$ cat src/rtl/core/scanned_dac_serial_frame_driver_defines.svh
// Assertion macros shared by the scanned DAC serial frame driver RTL.
// Included by the top level; depends on nothing else.
`ifndef SCANNED_DAC_SERIAL_FRAME_DRIVER_DEFINES_SVH
`define SCANNED_DAC_SERIAL_FRAME_DRIVER_DEFINES_SVH

// Same-cycle implication, checked out of reset.
`define SDSFD_ASSERT_NOW(label, clk, rst_n, ante, cons) \
  label: assert property (@(posedge clk) disable iff (!rst_n) (ante) |-> (cons)) \
    else $error("sdsfd same-cycle check failed");

// Next-cycle implication, checked out of reset.
`define SDSFD_ASSERT_NEXT(label, clk, rst_n, ante, cons) \
  label: assert property (@(posedge clk) disable iff (!rst_n) (ante) |=> (cons)) \
    else $error("sdsfd next-cycle check failed");

`endif

$ cat src/rtl/core/sdsfd_pkg.sv
// Package for the scanned DAC serial frame driver: codes, widths and constants.
// No dependencies.
`timescale 1ns / 1ps

package sdsfd_pkg;

  // Stream and register port widths.
  localparam int IN_TDATA_W  = 24;
  localparam int OUT_TDATA_W = 24;
  localparam int APB_ADDR_W  = 5;
  localparam int APB_DATA_W  = 32;
  localparam int REG_IDX_W   = 3;

  localparam int DEF_NUM_CHANNELS = 4;

  // Item kinds carried in the mode field.
  typedef enum logic [1:0] {
    MODE_TICK  = 2'd0,
    MODE_WRITE = 2'd1,
    MODE_READ  = 2'd2,
    MODE_NONE  = 2'd3
  } mode_t;

  // Register indexes on the configuration port.
  typedef enum logic [REG_IDX_W-1:0] {
    REG_VARIANT = 3'd0,
    REG_OFFSET0 = 3'd1,
    REG_OFFSET1 = 3'd2,
    REG_OFFSET2 = 3'd3,
    REG_OFFSET3 = 3'd4
  } reg_idx_t;

  localparam logic [7:0]  OFFSET_RESET = 8'd128;
  localparam logic [16:0] SUM_BIAS     = 17'd128;
  localparam logic [16:0] CLAMP_10BIT  = 17'h003FF;
  localparam logic [16:0] CLAMP_8BIT   = 17'h000FF;
  localparam logic [5:0]  FRAME_TICKS_V1 = 6'd32;
  localparam logic [5:0]  FRAME_TICKS_V0 = 6'd22;
  localparam int          MSB_BIT_V1 = 15;
  localparam int          MSB_BIT_V0 = 10;

  // Channel code placed in the DAC address bits of a frame.
  function automatic logic [1:0] chan_code(input logic [1:0] ch);
    logic [1:0] code;
    case (ch)
      2'd0:    code = 2'd3;
      2'd1:    code = 2'd0;
      2'd2:    code = 2'd1;
      default: code = 2'd2;
    endcase
    return code;
  endfunction

endpackage

$ cat src/rtl/core/scanned_dac_serial_frame_driver.sv
// Top level of the scanned DAC serial frame driver: stream in, pins and reads out, APB setup.
// Depends on sdsfd_pkg and scanned_dac_serial_frame_driver_defines.svh.
//
//  Channel | Direction | Fields
//  --------+-----------+------------------------------------------------------
//  in_     | slave     | tdata: mode[1:0], channel[3:2], value[19:4]
//  out_    | master    | tdata: clock_pin[0], data_pin[1], frame_pin[2], read_value[18:3]
//  cfg_    | APB slave | variant @0x00, offset_ch0..3 @0x04..0x10
//
// Each item passes through two registers from acceptance to result: the input register and
// the output register. A new item is accepted every cycle while the output is not stalled;
// the pin and scan state is updated in the single step between the two registers.
// Reset is synchronous and active low; pins come up as clock 0, data 0, frame 1.
// A stalled output holds the result; the input register still takes one more transaction.
`timescale 1ns / 1ps
`include "scanned_dac_serial_frame_driver_defines.svh"

module scanned_dac_serial_frame_driver #(
  parameter int NUM_CHANNELS = sdsfd_pkg::DEF_NUM_CHANNELS
) (
  input  logic                                  clk,
  input  logic                                  rst_n,
  // Input stream
  input  logic                                  in_tvalid,
  output logic                                  in_tready,
  input  logic [sdsfd_pkg::IN_TDATA_W-1:0]      in_tdata,   // mode, channel, value, zero pad
  // Result stream
  output logic                                  out_tvalid,
  input  logic                                  out_tready,
  output logic [sdsfd_pkg::OUT_TDATA_W-1:0]     out_tdata,  // clock, data, frame, read_value, pad
  // Configuration port
  input  logic                                  cfg_psel,
  input  logic                                  cfg_penable,
  input  logic                                  cfg_pwrite,
  input  logic [sdsfd_pkg::APB_ADDR_W-1:0]      cfg_paddr,
  input  logic [sdsfd_pkg::APB_DATA_W-1:0]      cfg_pwdata,
  output logic [sdsfd_pkg::APB_DATA_W-1:0]      cfg_prdata,
  output logic                                  cfg_pready
);

  import sdsfd_pkg::*;

  localparam int CH_W = $clog2(NUM_CHANNELS);

  // Configuration registers.
  logic       variant_r;
  logic [7:0] offset_r [4];

  // Input register.
  logic        s1_valid_r;
  mode_t       s1_mode_r;
  logic [1:0]  s1_channel_r;
  logic [15:0] s1_value_r;

  // Scan and pin state.
  logic [5:0]      step_r, step_nxt;
  logic [CH_W-1:0] next_ch_r, next_ch_nxt;
  logic [15:0]     shift_r, shift_nxt;
  logic [15:0]     cv_r [NUM_CHANNELS];
  logic            pin_clk_r, pin_clk_nxt;
  logic            pin_dat_r, pin_dat_nxt;
  logic            pin_frm_r, pin_frm_nxt;

  // Output register.
  logic                   out_valid_r;
  logic [OUT_TDATA_W-1:0] out_tdata_r;

  logic                 out_free;
  logic                 advance;
  logic                 cfg_wr;
  logic [REG_IDX_W-1:0] cfg_idx;
  logic                 ch_in_range;
  logic [CH_W-1:0]      cv_idx;
  logic [15:0]          cv_rd;
  logic [1:0]           off_idx;
  logic [16:0]          sum;
  logic [16:0]          biased;
  logic [15:0]          frame_word;
  logic [15:0]          cur_word;
  logic [5:0]           limit;
  logic [15:0]          rd_nxt;

  // Handshake: the input register moves on whenever the output register is free.
  assign out_free   = !out_valid_r || out_tready;
  assign advance    = s1_valid_r && out_free;
  assign in_tready  = !s1_valid_r || out_free;
  assign out_tvalid = out_valid_r;
  assign out_tdata  = out_tdata_r;

  // APB register access.
  assign cfg_pready = 1'b1;
  assign cfg_wr     = cfg_psel && cfg_penable && cfg_pwrite;
  assign cfg_idx    = cfg_paddr[APB_ADDR_W-1:2];

  always_ff @(posedge clk) begin
    if (!rst_n) begin
      variant_r <= 1'b0;
      for (int i = 0; i < 4; i++) offset_r[i] <= OFFSET_RESET;
    end else if (cfg_wr) begin
      case (reg_idx_t'(cfg_idx))
        REG_VARIANT: variant_r   <= cfg_pwdata[0];
        REG_OFFSET0: offset_r[0] <= cfg_pwdata[7:0];
        REG_OFFSET1: offset_r[1] <= cfg_pwdata[7:0];
        REG_OFFSET2: offset_r[2] <= cfg_pwdata[7:0];
        REG_OFFSET3: offset_r[3] <= cfg_pwdata[7:0];
        default: ;
      endcase
    end
  end

  always_comb begin
    case (reg_idx_t'(cfg_idx))
      REG_VARIANT: cfg_prdata = {31'd0, variant_r};
      REG_OFFSET0: cfg_prdata = {24'd0, offset_r[0]};
      REG_OFFSET1: cfg_prdata = {24'd0, offset_r[1]};
      REG_OFFSET2: cfg_prdata = {24'd0, offset_r[2]};
      REG_OFFSET3: cfg_prdata = {24'd0, offset_r[3]};
      default:     cfg_prdata = '0;
    endcase
  end

  // Input register.
  always_ff @(posedge clk) begin
    if (!rst_n) begin
      s1_valid_r <= 1'b0;
    end else if (in_tready) begin
      s1_valid_r <= in_tvalid;
    end
  end

  always_ff @(posedge clk) begin
    if (in_tready && in_tvalid) begin
      s1_mode_r    <= mode_t'(in_tdata[1:0]);
      s1_channel_r <= in_tdata[3:2];
      s1_value_r   <= in_tdata[19:4];
    end
  end

  // One read of the channel values: the scan channel for ticks, else the addressed one.
  assign ch_in_range = ({1'b0, s1_channel_r} < 3'(NUM_CHANNELS));
  assign cv_idx      = (s1_mode_r == MODE_TICK) ? next_ch_r : s1_channel_r[CH_W-1:0];
  assign cv_rd       = cv_r[cv_idx];
  assign off_idx     = 2'(next_ch_r);

  // Frame word: offset sum, bias removal, clamp and channel code.
  always_comb begin
    sum    = {9'd0, offset_r[off_idx]} + {1'b0, cv_rd};
    biased = (sum > SUM_BIAS) ? (sum - SUM_BIAS) : '0;
    if (variant_r) begin
      frame_word = {chan_code(off_idx), 2'b00,
                    (biased > CLAMP_10BIT) ? CLAMP_10BIT[9:0] : biased[9:0], 2'b00};
    end else begin
      frame_word = {5'd0, chan_code(off_idx), 1'b0,
                    (biased > CLAMP_8BIT) ? CLAMP_8BIT[7:0] : biased[7:0]};
    end
  end

  // Tick sequencing: bit ticks alternate data-and-clock with clock return, then a closing tick.
  always_comb begin
    step_nxt    = step_r;
    next_ch_nxt = next_ch_r;
    shift_nxt   = shift_r;
    pin_clk_nxt = pin_clk_r;
    pin_dat_nxt = pin_dat_r;
    pin_frm_nxt = pin_frm_r;
    limit       = variant_r ? FRAME_TICKS_V1 : FRAME_TICKS_V0;
    cur_word    = (step_r == '0) ? frame_word : shift_r;
    if (step_r < limit) begin
      if (step_r[0]) begin
        pin_clk_nxt = variant_r;
      end else begin
        if (step_r == '0) begin
          next_ch_nxt = (next_ch_r == CH_W'(NUM_CHANNELS - 1)) ? '0 : next_ch_r + 1'b1;
          pin_frm_nxt = 1'b1;
        end
        pin_dat_nxt = (variant_r ? cur_word[MSB_BIT_V1] : cur_word[MSB_BIT_V0]) ^ variant_r;
        shift_nxt   = {cur_word[14:0], 1'b0};
        pin_clk_nxt = !variant_r;
      end
      step_nxt = step_r + 6'd1;
    end else begin
      pin_frm_nxt = 1'b0;
      pin_clk_nxt = 1'b0;
      step_nxt    = '0;
    end
  end

  // Read data for read items, scaled to the current variant.
  always_comb begin
    rd_nxt = '0;
    if (s1_mode_r == MODE_READ && ch_in_range) begin
      rd_nxt = variant_r ? cv_rd : {cv_rd[13:0], 2'b00};
    end
  end

  // State update as each item passes to the output register.
  always_ff @(posedge clk) begin
    if (!rst_n) begin
      step_r    <= '0;
      next_ch_r <= '0;
      shift_r   <= '0;
      pin_clk_r <= 1'b0;
      pin_dat_r <= 1'b0;
      pin_frm_r <= 1'b1;
      for (int i = 0; i < NUM_CHANNELS; i++) cv_r[i] <= '0;
    end else if (advance) begin
      case (s1_mode_r)
        MODE_TICK: begin
          step_r    <= step_nxt;
          next_ch_r <= next_ch_nxt;
          shift_r   <= shift_nxt;
          pin_clk_r <= pin_clk_nxt;
          pin_dat_r <= pin_dat_nxt;
          pin_frm_r <= pin_frm_nxt;
        end
        MODE_WRITE: begin
          if (ch_in_range) begin
            cv_r[s1_channel_r[CH_W-1:0]] <= variant_r ? s1_value_r : {2'b00, s1_value_r[15:2]};
          end
        end
        default: ;
      endcase
    end
  end

  // Output register.
  always_ff @(posedge clk) begin
    if (!rst_n) begin
      out_valid_r <= 1'b0;
    end else if (advance) begin
      out_valid_r <= 1'b1;
    end else if (out_tready) begin
      out_valid_r <= 1'b0;
    end
  end

  always_ff @(posedge clk) begin
    if (advance) begin
      if (s1_mode_r == MODE_TICK) begin
        out_tdata_r <= {5'd0, rd_nxt, pin_frm_nxt, pin_dat_nxt, pin_clk_nxt};
      end else begin
        out_tdata_r <= {5'd0, rd_nxt, pin_frm_r, pin_dat_r, pin_clk_r};
      end
    end
  end

  // Checks on the scan state.
  `SDSFD_ASSERT_NOW(a_step_bound, clk, rst_n, 1'b1, step_r <= FRAME_TICKS_V1)
  `SDSFD_ASSERT_NOW(a_chan_bound, clk, rst_n, 1'b1, {1'b0, next_ch_r} < (CH_W+1)'(NUM_CHANNELS))
  `SDSFD_ASSERT_NEXT(a_frame_start, clk, rst_n,
                     advance && s1_mode_r == MODE_TICK && step_r == '0, pin_frm_r)

endmodule

$ cat config.mk
export PLATFORM = sky130hd
export DESIGN_NAME = scanned_dac_serial_frame_driver
export DESIGN_NICKNAME = d
export VERILOG_FILES = /design/src/rtl/core/sdsfd_pkg.sv /design/src/rtl/core/scanned_dac_serial_frame_driver.sv
export VERILOG_INCLUDE_DIRS = /design/src /design/src/rtl/core
export SDC_FILE = /design/constraint.sdc
export NUM_CORES = 1
export LEC_CHECK = 0
export BUFFER_PORTS_ARGS = -buffer_cell sky130_fd_sc_hd__buf_2
export CAP_MARGIN = 40
export CORE_AREA = 2 2 131 133
export DETAILED_ROUTE_END_ITERATION = 7
export DIE_AREA = 0 0 133 135
export GPL_TIMING_DRIVEN = 0
export PLACE_DENSITY = 0.88
export REMOVE_ABC_BUFFERS = 1
export SYNTH_ARGS = -nofsm -noshare
export SYNTH_HDL_FRONTEND = slang
export SYNTH_SLANG_ARGS = --single-unit
$ cat constraint.sdc
create_clock -name clk -period 10.8 [get_ports clk]
set_input_delay 2.16 -clock clk [delete_from_list [all_inputs] [get_ports clk]]
set_output_delay 2.16 -clock clk [all_outputs]
set_load 0.05 [all_outputs]
==> metrics.md, run 1 <==
| Metric | Value |
|---|---|
| Main synth FF type | edfxtp_1 |
| Cell family with most CP delay | simple AND/OR/NAND/NOR gates |
| Mapped Cells | 821 |
| Setup Skew | 7.22 ps |
| Status | finished clean |
| DRT iter0 DRCs | between 700 and 800 |
| Clock root cell | clkbuf_16 |
| Inst Count DP | 1,073 |
| Mapped cell area | 8920 um2 |
| Die width | 133 um |
| CP required | 8640 ps |
| Vias in the first global route | around 6,600 |
| Setup TNS | 0 ps |
| DP Worst Slack | 4840 ps |
| Startpoint Class | primary input |
| CTS tree | done |
| Number of flops mapped to enable cells by yosys | 135 |
| Setup crit end | cfg_prdata[3] |
| Gr ovfl total | 0 |
| R2r setup slk | 5030 ps |
| RR Endpoint | shift_r[5] |
| Fin worst setup slack | 4730 ps |
| Post-DP HPWL | approximately 14,000 um |
| First-pass GRT wire length | 32,800 um |
| Worst VDD drop | 0.130 mV |
| Worst setup path class | in2out |
| CTS Buffer Depth | 2 |
| Final setup fails | 0 |
| Final antenna-violating net count | 0 |
| Worst path bufs/invs | 2 |
| FF+latch count, synth | 166 |
| Cell Pwr Density | ~160 nW/um2 |
| Fin crit share | 0.562 |
| RSZ-0062 raised after global routing | no |
| Initial antenna violation count | 0 |
| I/O Pins | 127 |
| Final Max Tran Viols | 0 |
| Least-Margin Pin Slew | 857 ps |
| CTS H-tree lvls | 4 |
| Critical path, cell by cell | buf_2 -> nor2b_1 -> a22oi_1 -> o22ai_1 -> buf_2 |
| Starting Density | 0.544 |
| Syn_area_per_cell | 10.9 um2 |
| Num rows | 47 |
| Synth warn | 0 |
| Worst skew pair latency | 430 ps |
| Setup Buffers After CTS | 0 |
| Final Wtd Congestion | 0.891 |
| CP Launch Point | cfg_paddr[3] |
| Core Area | 16,400 um2 |
| Tightest Hold Check Type | reg2reg |
| Avg WL per Cell | approximately 19 um |
| GRT Total Usage | 0.235 |
| Crit end category | primary output |
| Fin. Hold Viols | 0 |
| Final min period | roughly 6100 ps |
| DIE AREA | roughly 18,000 um2 |
| DRC | 0 |
| WL final | 20,500 um |
| Crit path max-delay cell type | nor2b_1 |
| Post-route insts no fill | 1,105 |
| R2R depth | 15 |
| Worst path max stage delay | 660 ps |
| Ratio of cells with drive above 1 in the final layout | 0.165 |
| Clock slew at reported path FFs | 60 ps |
| Syn-to-layout area delta | 11.5% |
| Max transition margin | 0.424 |
| Final Total Pwr | about 1600 uW |
| Num CTS Buffers | 17 |
| Maxcap violations | 0 |
| Diodes inserted | 0 |
| Leakage power | 0.00369 uW |
| Async SR Flop Fraction | 0 |
| WP depth | 5 |
| Port Buffer Count | 66 |
| CTS sink cnt | 166 |
| Largest net degree at the start of global routing | 37 |
| Post-cts hold buffer count | 0 |
| Count of cell types in the netlist | 73 |
| Resized cells post-CTS | 0 |
| Via count | about 6,700 |
| FMAX | ~160 MHz |
| CP Max Fanout | 15 |
| DIE HEIGHT | 135 um |
| Final net count | ~960 |
| Via density | 6.04 |
| Crit-path most repeated cell | buf_2 |
| Sequential cell area fraction in the yosys report | 0.524 |
| Crit Reg-Reg Startpoint | s1_mode_r[0] |
| WP data arrival | 3910 ps |
| Drt first pass iters | 5 |
## layout by cell type, fill, tap and decap left out, types with 15 or more instances in the layout
cell and n:
edfxtp_1 135, nor2_1 92, nand2_1 79, buf_2 68
a21oi_1 43, and2_1 36, o21ai_0 35, dfxtp_1 30
conb_1 30, mux2i_1 27, mux4_2 23, nor3_1 21
clkbuf_16 19, nand3_1 18, ha_1 15
## registers in the layout, summed over array words and instances (netlist names), 2 cells and up, named ones only
register	cells
out_tdata	19
s1_value_r	16
step_r	6
offset_r	32
next_ch_r	2
s1_mode_r	2
s1_channel_r	2
cv_r	64
shift_r	15
## cell families (layout without fill, tap and decap cells)
group,Yosys count,in the layout,share of synthesized area
adders and majority gates,16,16,0.0233
muxes,51,51,0.0896
and+or+nand+nor,316,316,0.174
xor gates and xnor gates,17,17,0.0167
DFF,166,166,0.524
other,2,30,0.000842
buffers and inverters,85,121,0.0498
AOI/OAI and AO/OA,168,168,0.122
## worst min path at each step
stage               startpoint          to  slack (ps)  cells past startpoint
global route        shift_r[1]  shift_r[1]         480                      2
detailed placement  shift_r[1]  shift_r[1]         460                      2
CTS                 shift_r[1]  shift_r[1]         470                      2
global placement    shift_r[1]  shift_r[1]         450                      2
finish              shift_r[1]  shift_r[1]         470                      2
floorplan           shift_r[1]  shift_r[1]         440                      2
## worst reg2reg max path: cells and delay by family (launching register included)
family | cells | cell delay, ps
mux | 1 | 630
fa+ha+maj | 2 | 660
simple gates | 5 | 1440
flops | 1 | 620
compound gates | 7 | 2300
## area by class of cell
cell class,instances,area [um2]
Clock buffer,27,536
Clock inverter,5,61.3
Fill cell,1240,6460
Inverter,14,52.6
Multi-Input combinational cell,598,3920
Sequential cell,166,4680
Tap cell,220,275
Timing Repair Buffer,75,428
## report_power, final
group	internal [uW]	leakage (uW)	switching, uW
Clock	365	0.000281	240
Sequential	719	0.00160	16.9
Combinational	72.4	0.00182	164
Total	1160	0.00369	421
## routing by layer
metal  wire [um]  track usage  vias up
met5           0            0        -
met4         801        0.130        0
met3        1390       0.0424       65
met2       10400        0.406      324
met1        7940        0.280     3185
li1            -            -     3102
## Yosys cell counts (9+ instances only)
| master | number | area [um2] |
|---|---|---|
| o22ai_1 | 10 | 62.6 |
| buf_4 | 30 | 225 |
| edfxtp_1 | 135 | 4050 |
| xor2_1 | 13 | 114 |
| inv_1 | 14 | 52.6 |
| nand3_1 | 18 | 90.1 |
| nor3_1 | 22 | 110 |
| dfxtp_1 | 31 | 621 |
| a21oi_1 | 43 | 215 |
| nor2b_1 | 9 | 56.3 |
| and2_1 | 36 | 225 |
| o21ai_0 | 36 | 180 |
| nand2_1 | 79 | 297 |
| and3_1 | 14 | 87.6 |
| mux2i_1 | 27 | 270 |
| a31oi_1 | 11 | 68.8 |
| clkbuf_1 | 32 | 120 |
| nor2_1 | 92 | 345 |
| nand4_1 | 10 | 62.6 |
| mux4_2 | 23 | 518 |
| ha_1 | 15 | 188 |
## through the flow
stage,util,instance area (um2),hold slack (ps)
global route,0.606,9950,478
CTS,0.606,9950,470
floorplan,-,8640,437
finish,0.606,9950,468
global placement,0.563,9240,449
detailed placement,0.570,9350,462
No activity file was read; power rests on OpenSTA's default activity.
==> run 2, diff against run 1 <==
Settings changed: ABC_AREA from default to 1, CORE_AREA 2 2 131 133 to 2 2 134 136, DIE_AREA 0 0 133 135 to 0 0 136 138.
Clock period 10.8 ns to 5.05 ns, I/O delays scaled along.
==> run 2 against run 1 <==
Utilization shrank 3.6 points. Sequential cell count did not move. Register-to-register slack got worse by 4500 ps. Hold slack gained 0.88 ps. First-iteration DRC count shrank 24%. Largest power group unchanged.
==> metrics.md, run 2 <==
| Metric | Value |
|---|---|
| Status | finished clean |
| Async SR Flop Fraction | 0 |
| GRT Total Usage | 0.220 |
| Tightest Hold Check Type | reg2reg |
| R2R depth | 28 |
| Synth Area in Compound Gates | 0.0882 |
| First-pass GRT wire length | around 32,000 um |
| Crit-path most repeated cell | nand2_1 |
| Worst setup path class | reg2reg |
| Largest Register | cv_r |
| Starting Density | 0.508 |
| WL final | about 20,000 um |
| Mapped cell area | 8900 um2 |
| CP required | about 5300 ps |
| Worst VDD drop | 0.361 mV |
| Layout Utilization | 0.571 |
| Most frequent cells in the layout | nand2_1 (209), nor2_1 (156), edfxtp_1 (135) |
| Final min period | about 4600 ps |
| Worst skew pair latency | 430 ps |
| Clock root cell | clkbuf_16 |
| CTS sink cnt | 166 |
| Gr ovfl total | 0 |
| Sw frac | 0.294 |
| DIE AREA | between 15,000 and 20,000 um2 |
| Post-DP HPWL | 14,200 um |
| Vias in the first global route | 6,966 |
| Via density | 5.47 |
| Cell family with most CP delay | simple AND/OR/NAND/NOR gates |
| Synth warn | 0 |
| CTS Buffer Depth | 2 |
| Drt first pass iters | 6 |
| Flop pwr share | 0.443 |
| Least-Margin Pin Slew | 817 ps |
| Maxcap violations | 0 |
| Synth area leaders | edfxtp_1 (46%), nand2_1 (8.8%), dfxtp_1 (7.0%) |
| Diodes inserted | 0 |
| Post-synth top area share | 0.455 |
| XOR/XNOR Fraction of Synth Area | 0.00885 |
| Post-cts hold buffer count | 0 |
| Commonest cells post-synth | nand2_1 (209), nor2_1 (156), edfxtp_1 (135) |
| Simple-gate portion of the synthesized area | 0.249 |
| DRC | 0 |
| R2r setup slk | 490 ps |
| Setup TNS | 0 ps |
| Core Area | 17,500 um2 |
| Final antenna-violating net count | 0 |
| Sequential cell area fraction in the yosys report | 0.525 |
| RSZ-0062 raised after global routing | no |
| Post-DP Area | 9340 um2 |
| Mapped Cells | 1,033 |
| CTS tree | done |
| Combinational power share | 0.179 |
| Ratio of cells with drive above 1 in the final layout | 0.134 |
| Count of cell types in the netlist | 44 |
| Adder-Cell Fraction of Synth Area | 0.0233 |
| WP data arrival | approximately 4800 ps |
| Most numerous cell in the Yosys netlist | nand2_1 |
| Post-route cell area | ~10,000 um2 |
| CTS H-tree lvls | 4 |
| CP Max Fanout | 32 |
| WP depth | 28 |
| Syn_area_per_cell | 8.62 um2 |
| Max FFs per register | 64 |
| Num rows | 49 |
| Syn-to-layout area delta | 12.4% |
| DP Worst Slack | ~220 ps |
| Initial antenna violation count | 0 |
| Final setup fails | 0 |
| FMAX | approximately 220 MHz |
| Port Buffer Count | 66 |
| Startpoint Class | flop |
| DIE HEIGHT | around 140 um |
| Post-synthesis mux area share | 0.0101 |
| Clock slew at reported path FFs | ~60 ps |
| Crit path max-delay cell type | edfxtp_1 |
| Max transition margin | 0.454 |
| Worst path max stage delay | 440 ps |
| DRT iter0 DRCs | just under 600 |
| Crit end category | flop |
| Clock power share | 0.377 |
| Setup Skew | 9.08 ps |
| Final Max Tran Viols | 0 |
| Fillers | 1,446 |
| Fin. Hold Viols | 0 |
| Hold path depth | 2 |
| Cell-internal power | 2500 uW |
| Via count | 7,325 |
| I/O Pins | 127 |
| Number of flops mapped to enable cells by yosys | 135 |
| Largest area contributor in the netlist | edfxtp_1 |
| Final Wtd Congestion | 0.864 |
| FF+latch count, synth | 166 |
| Avg WL per Cell | approximately 15 um |
| Leakage power | 0.00427 uW |
| Largest net degree at the start of global routing | 33 |
| Num CTS Buffers | 17 |
| Most common cell after layout, fill and taps aside | nand2_1 |
| Worst path bufs/invs | 2 |
| Die width | 136 um |
| Fin crit share | 0.902 |
| Cell Pwr Density | 354 nW/um2 |
| Largest family of logic cells by synthesized area | simple AND/OR/NAND/NOR gates |
| Final net count | 1,180 |
| Switching power total | 1040 uW |
| Main synth FF type | edfxtp_1 |
| Fin worst setup slack | 492 ps |
-- run 2: layer usage --
layer  global-route usage  up-vias  share of wire
li1                     -     3516              -
met1                0.254     3418           0.38
met2                0.390      333           0.52
met3               0.0447       58          0.075
met4                0.101        0          0.028
met5                    0        -              0
-- run 2: per-stage QoR --
step	total power [uW]	std cells	hold WS, ps
after floorplan	2060	997	445
after global placement	2190	1292	455
after detailed placement	2210	1303	460
after CTS	3520	1335	470
after global routing	3670	1338	497
final	3540	1338	469
-- run 2: power by group through the flow --
stage	Sequential [uW]	Combinational (uW)	Clock [uW]
after floorplan	1620	437	0
after global placement	1600	588	0
after detailed placement	1600	613	0
after CTS	1570	618	1340
after global routing	1580	699	1390
final	1570	635	1340
-- run 2: repair_timing --
item | CTS | global route
buffers inserted | 0 | 3
resized for setup | 0 | 6
endpoints found under the setup margin | 0 | 12
-- run 2: logic make-up after synthesis --
family,Yosys count
simple gates,510
buf+inv,182
flops,166
compound gates,139
fa+ha+maj,16
xor+xnor,9
mux,9
other cells,2
-- run 2: final timing paths --
kind	start	endpoint
setup / recovery	s1_mode_r[0]	out_tdata[1]
hold / removal	shift_r[13]	shift_r[13]
setup reg to reg	s1_mode_r[0]	out_tdata[1]
hold reg to reg	shift_r[13]	shift_r[13]
-- run 2: worst reg2reg max path, delay by kind of cell (launching register included) --
kind            cells  cell delay [ps]
buf+inv             2               80
compound gates      2              370
flops               1              440
simple gates       22             2960
fa+ha+maj           2              470
-- run 2: cell type report --
class                      count  area (um2)  share of cell area
inverter                     118         447              0.0446
tap                          229         287              0.0286
sequential                   166        4670               0.467
clock buffer                  20         437              0.0436
timing repair buffer          80         458              0.0458
clock inverter                12         164              0.0164
multi-input combinational    713        3540               0.354
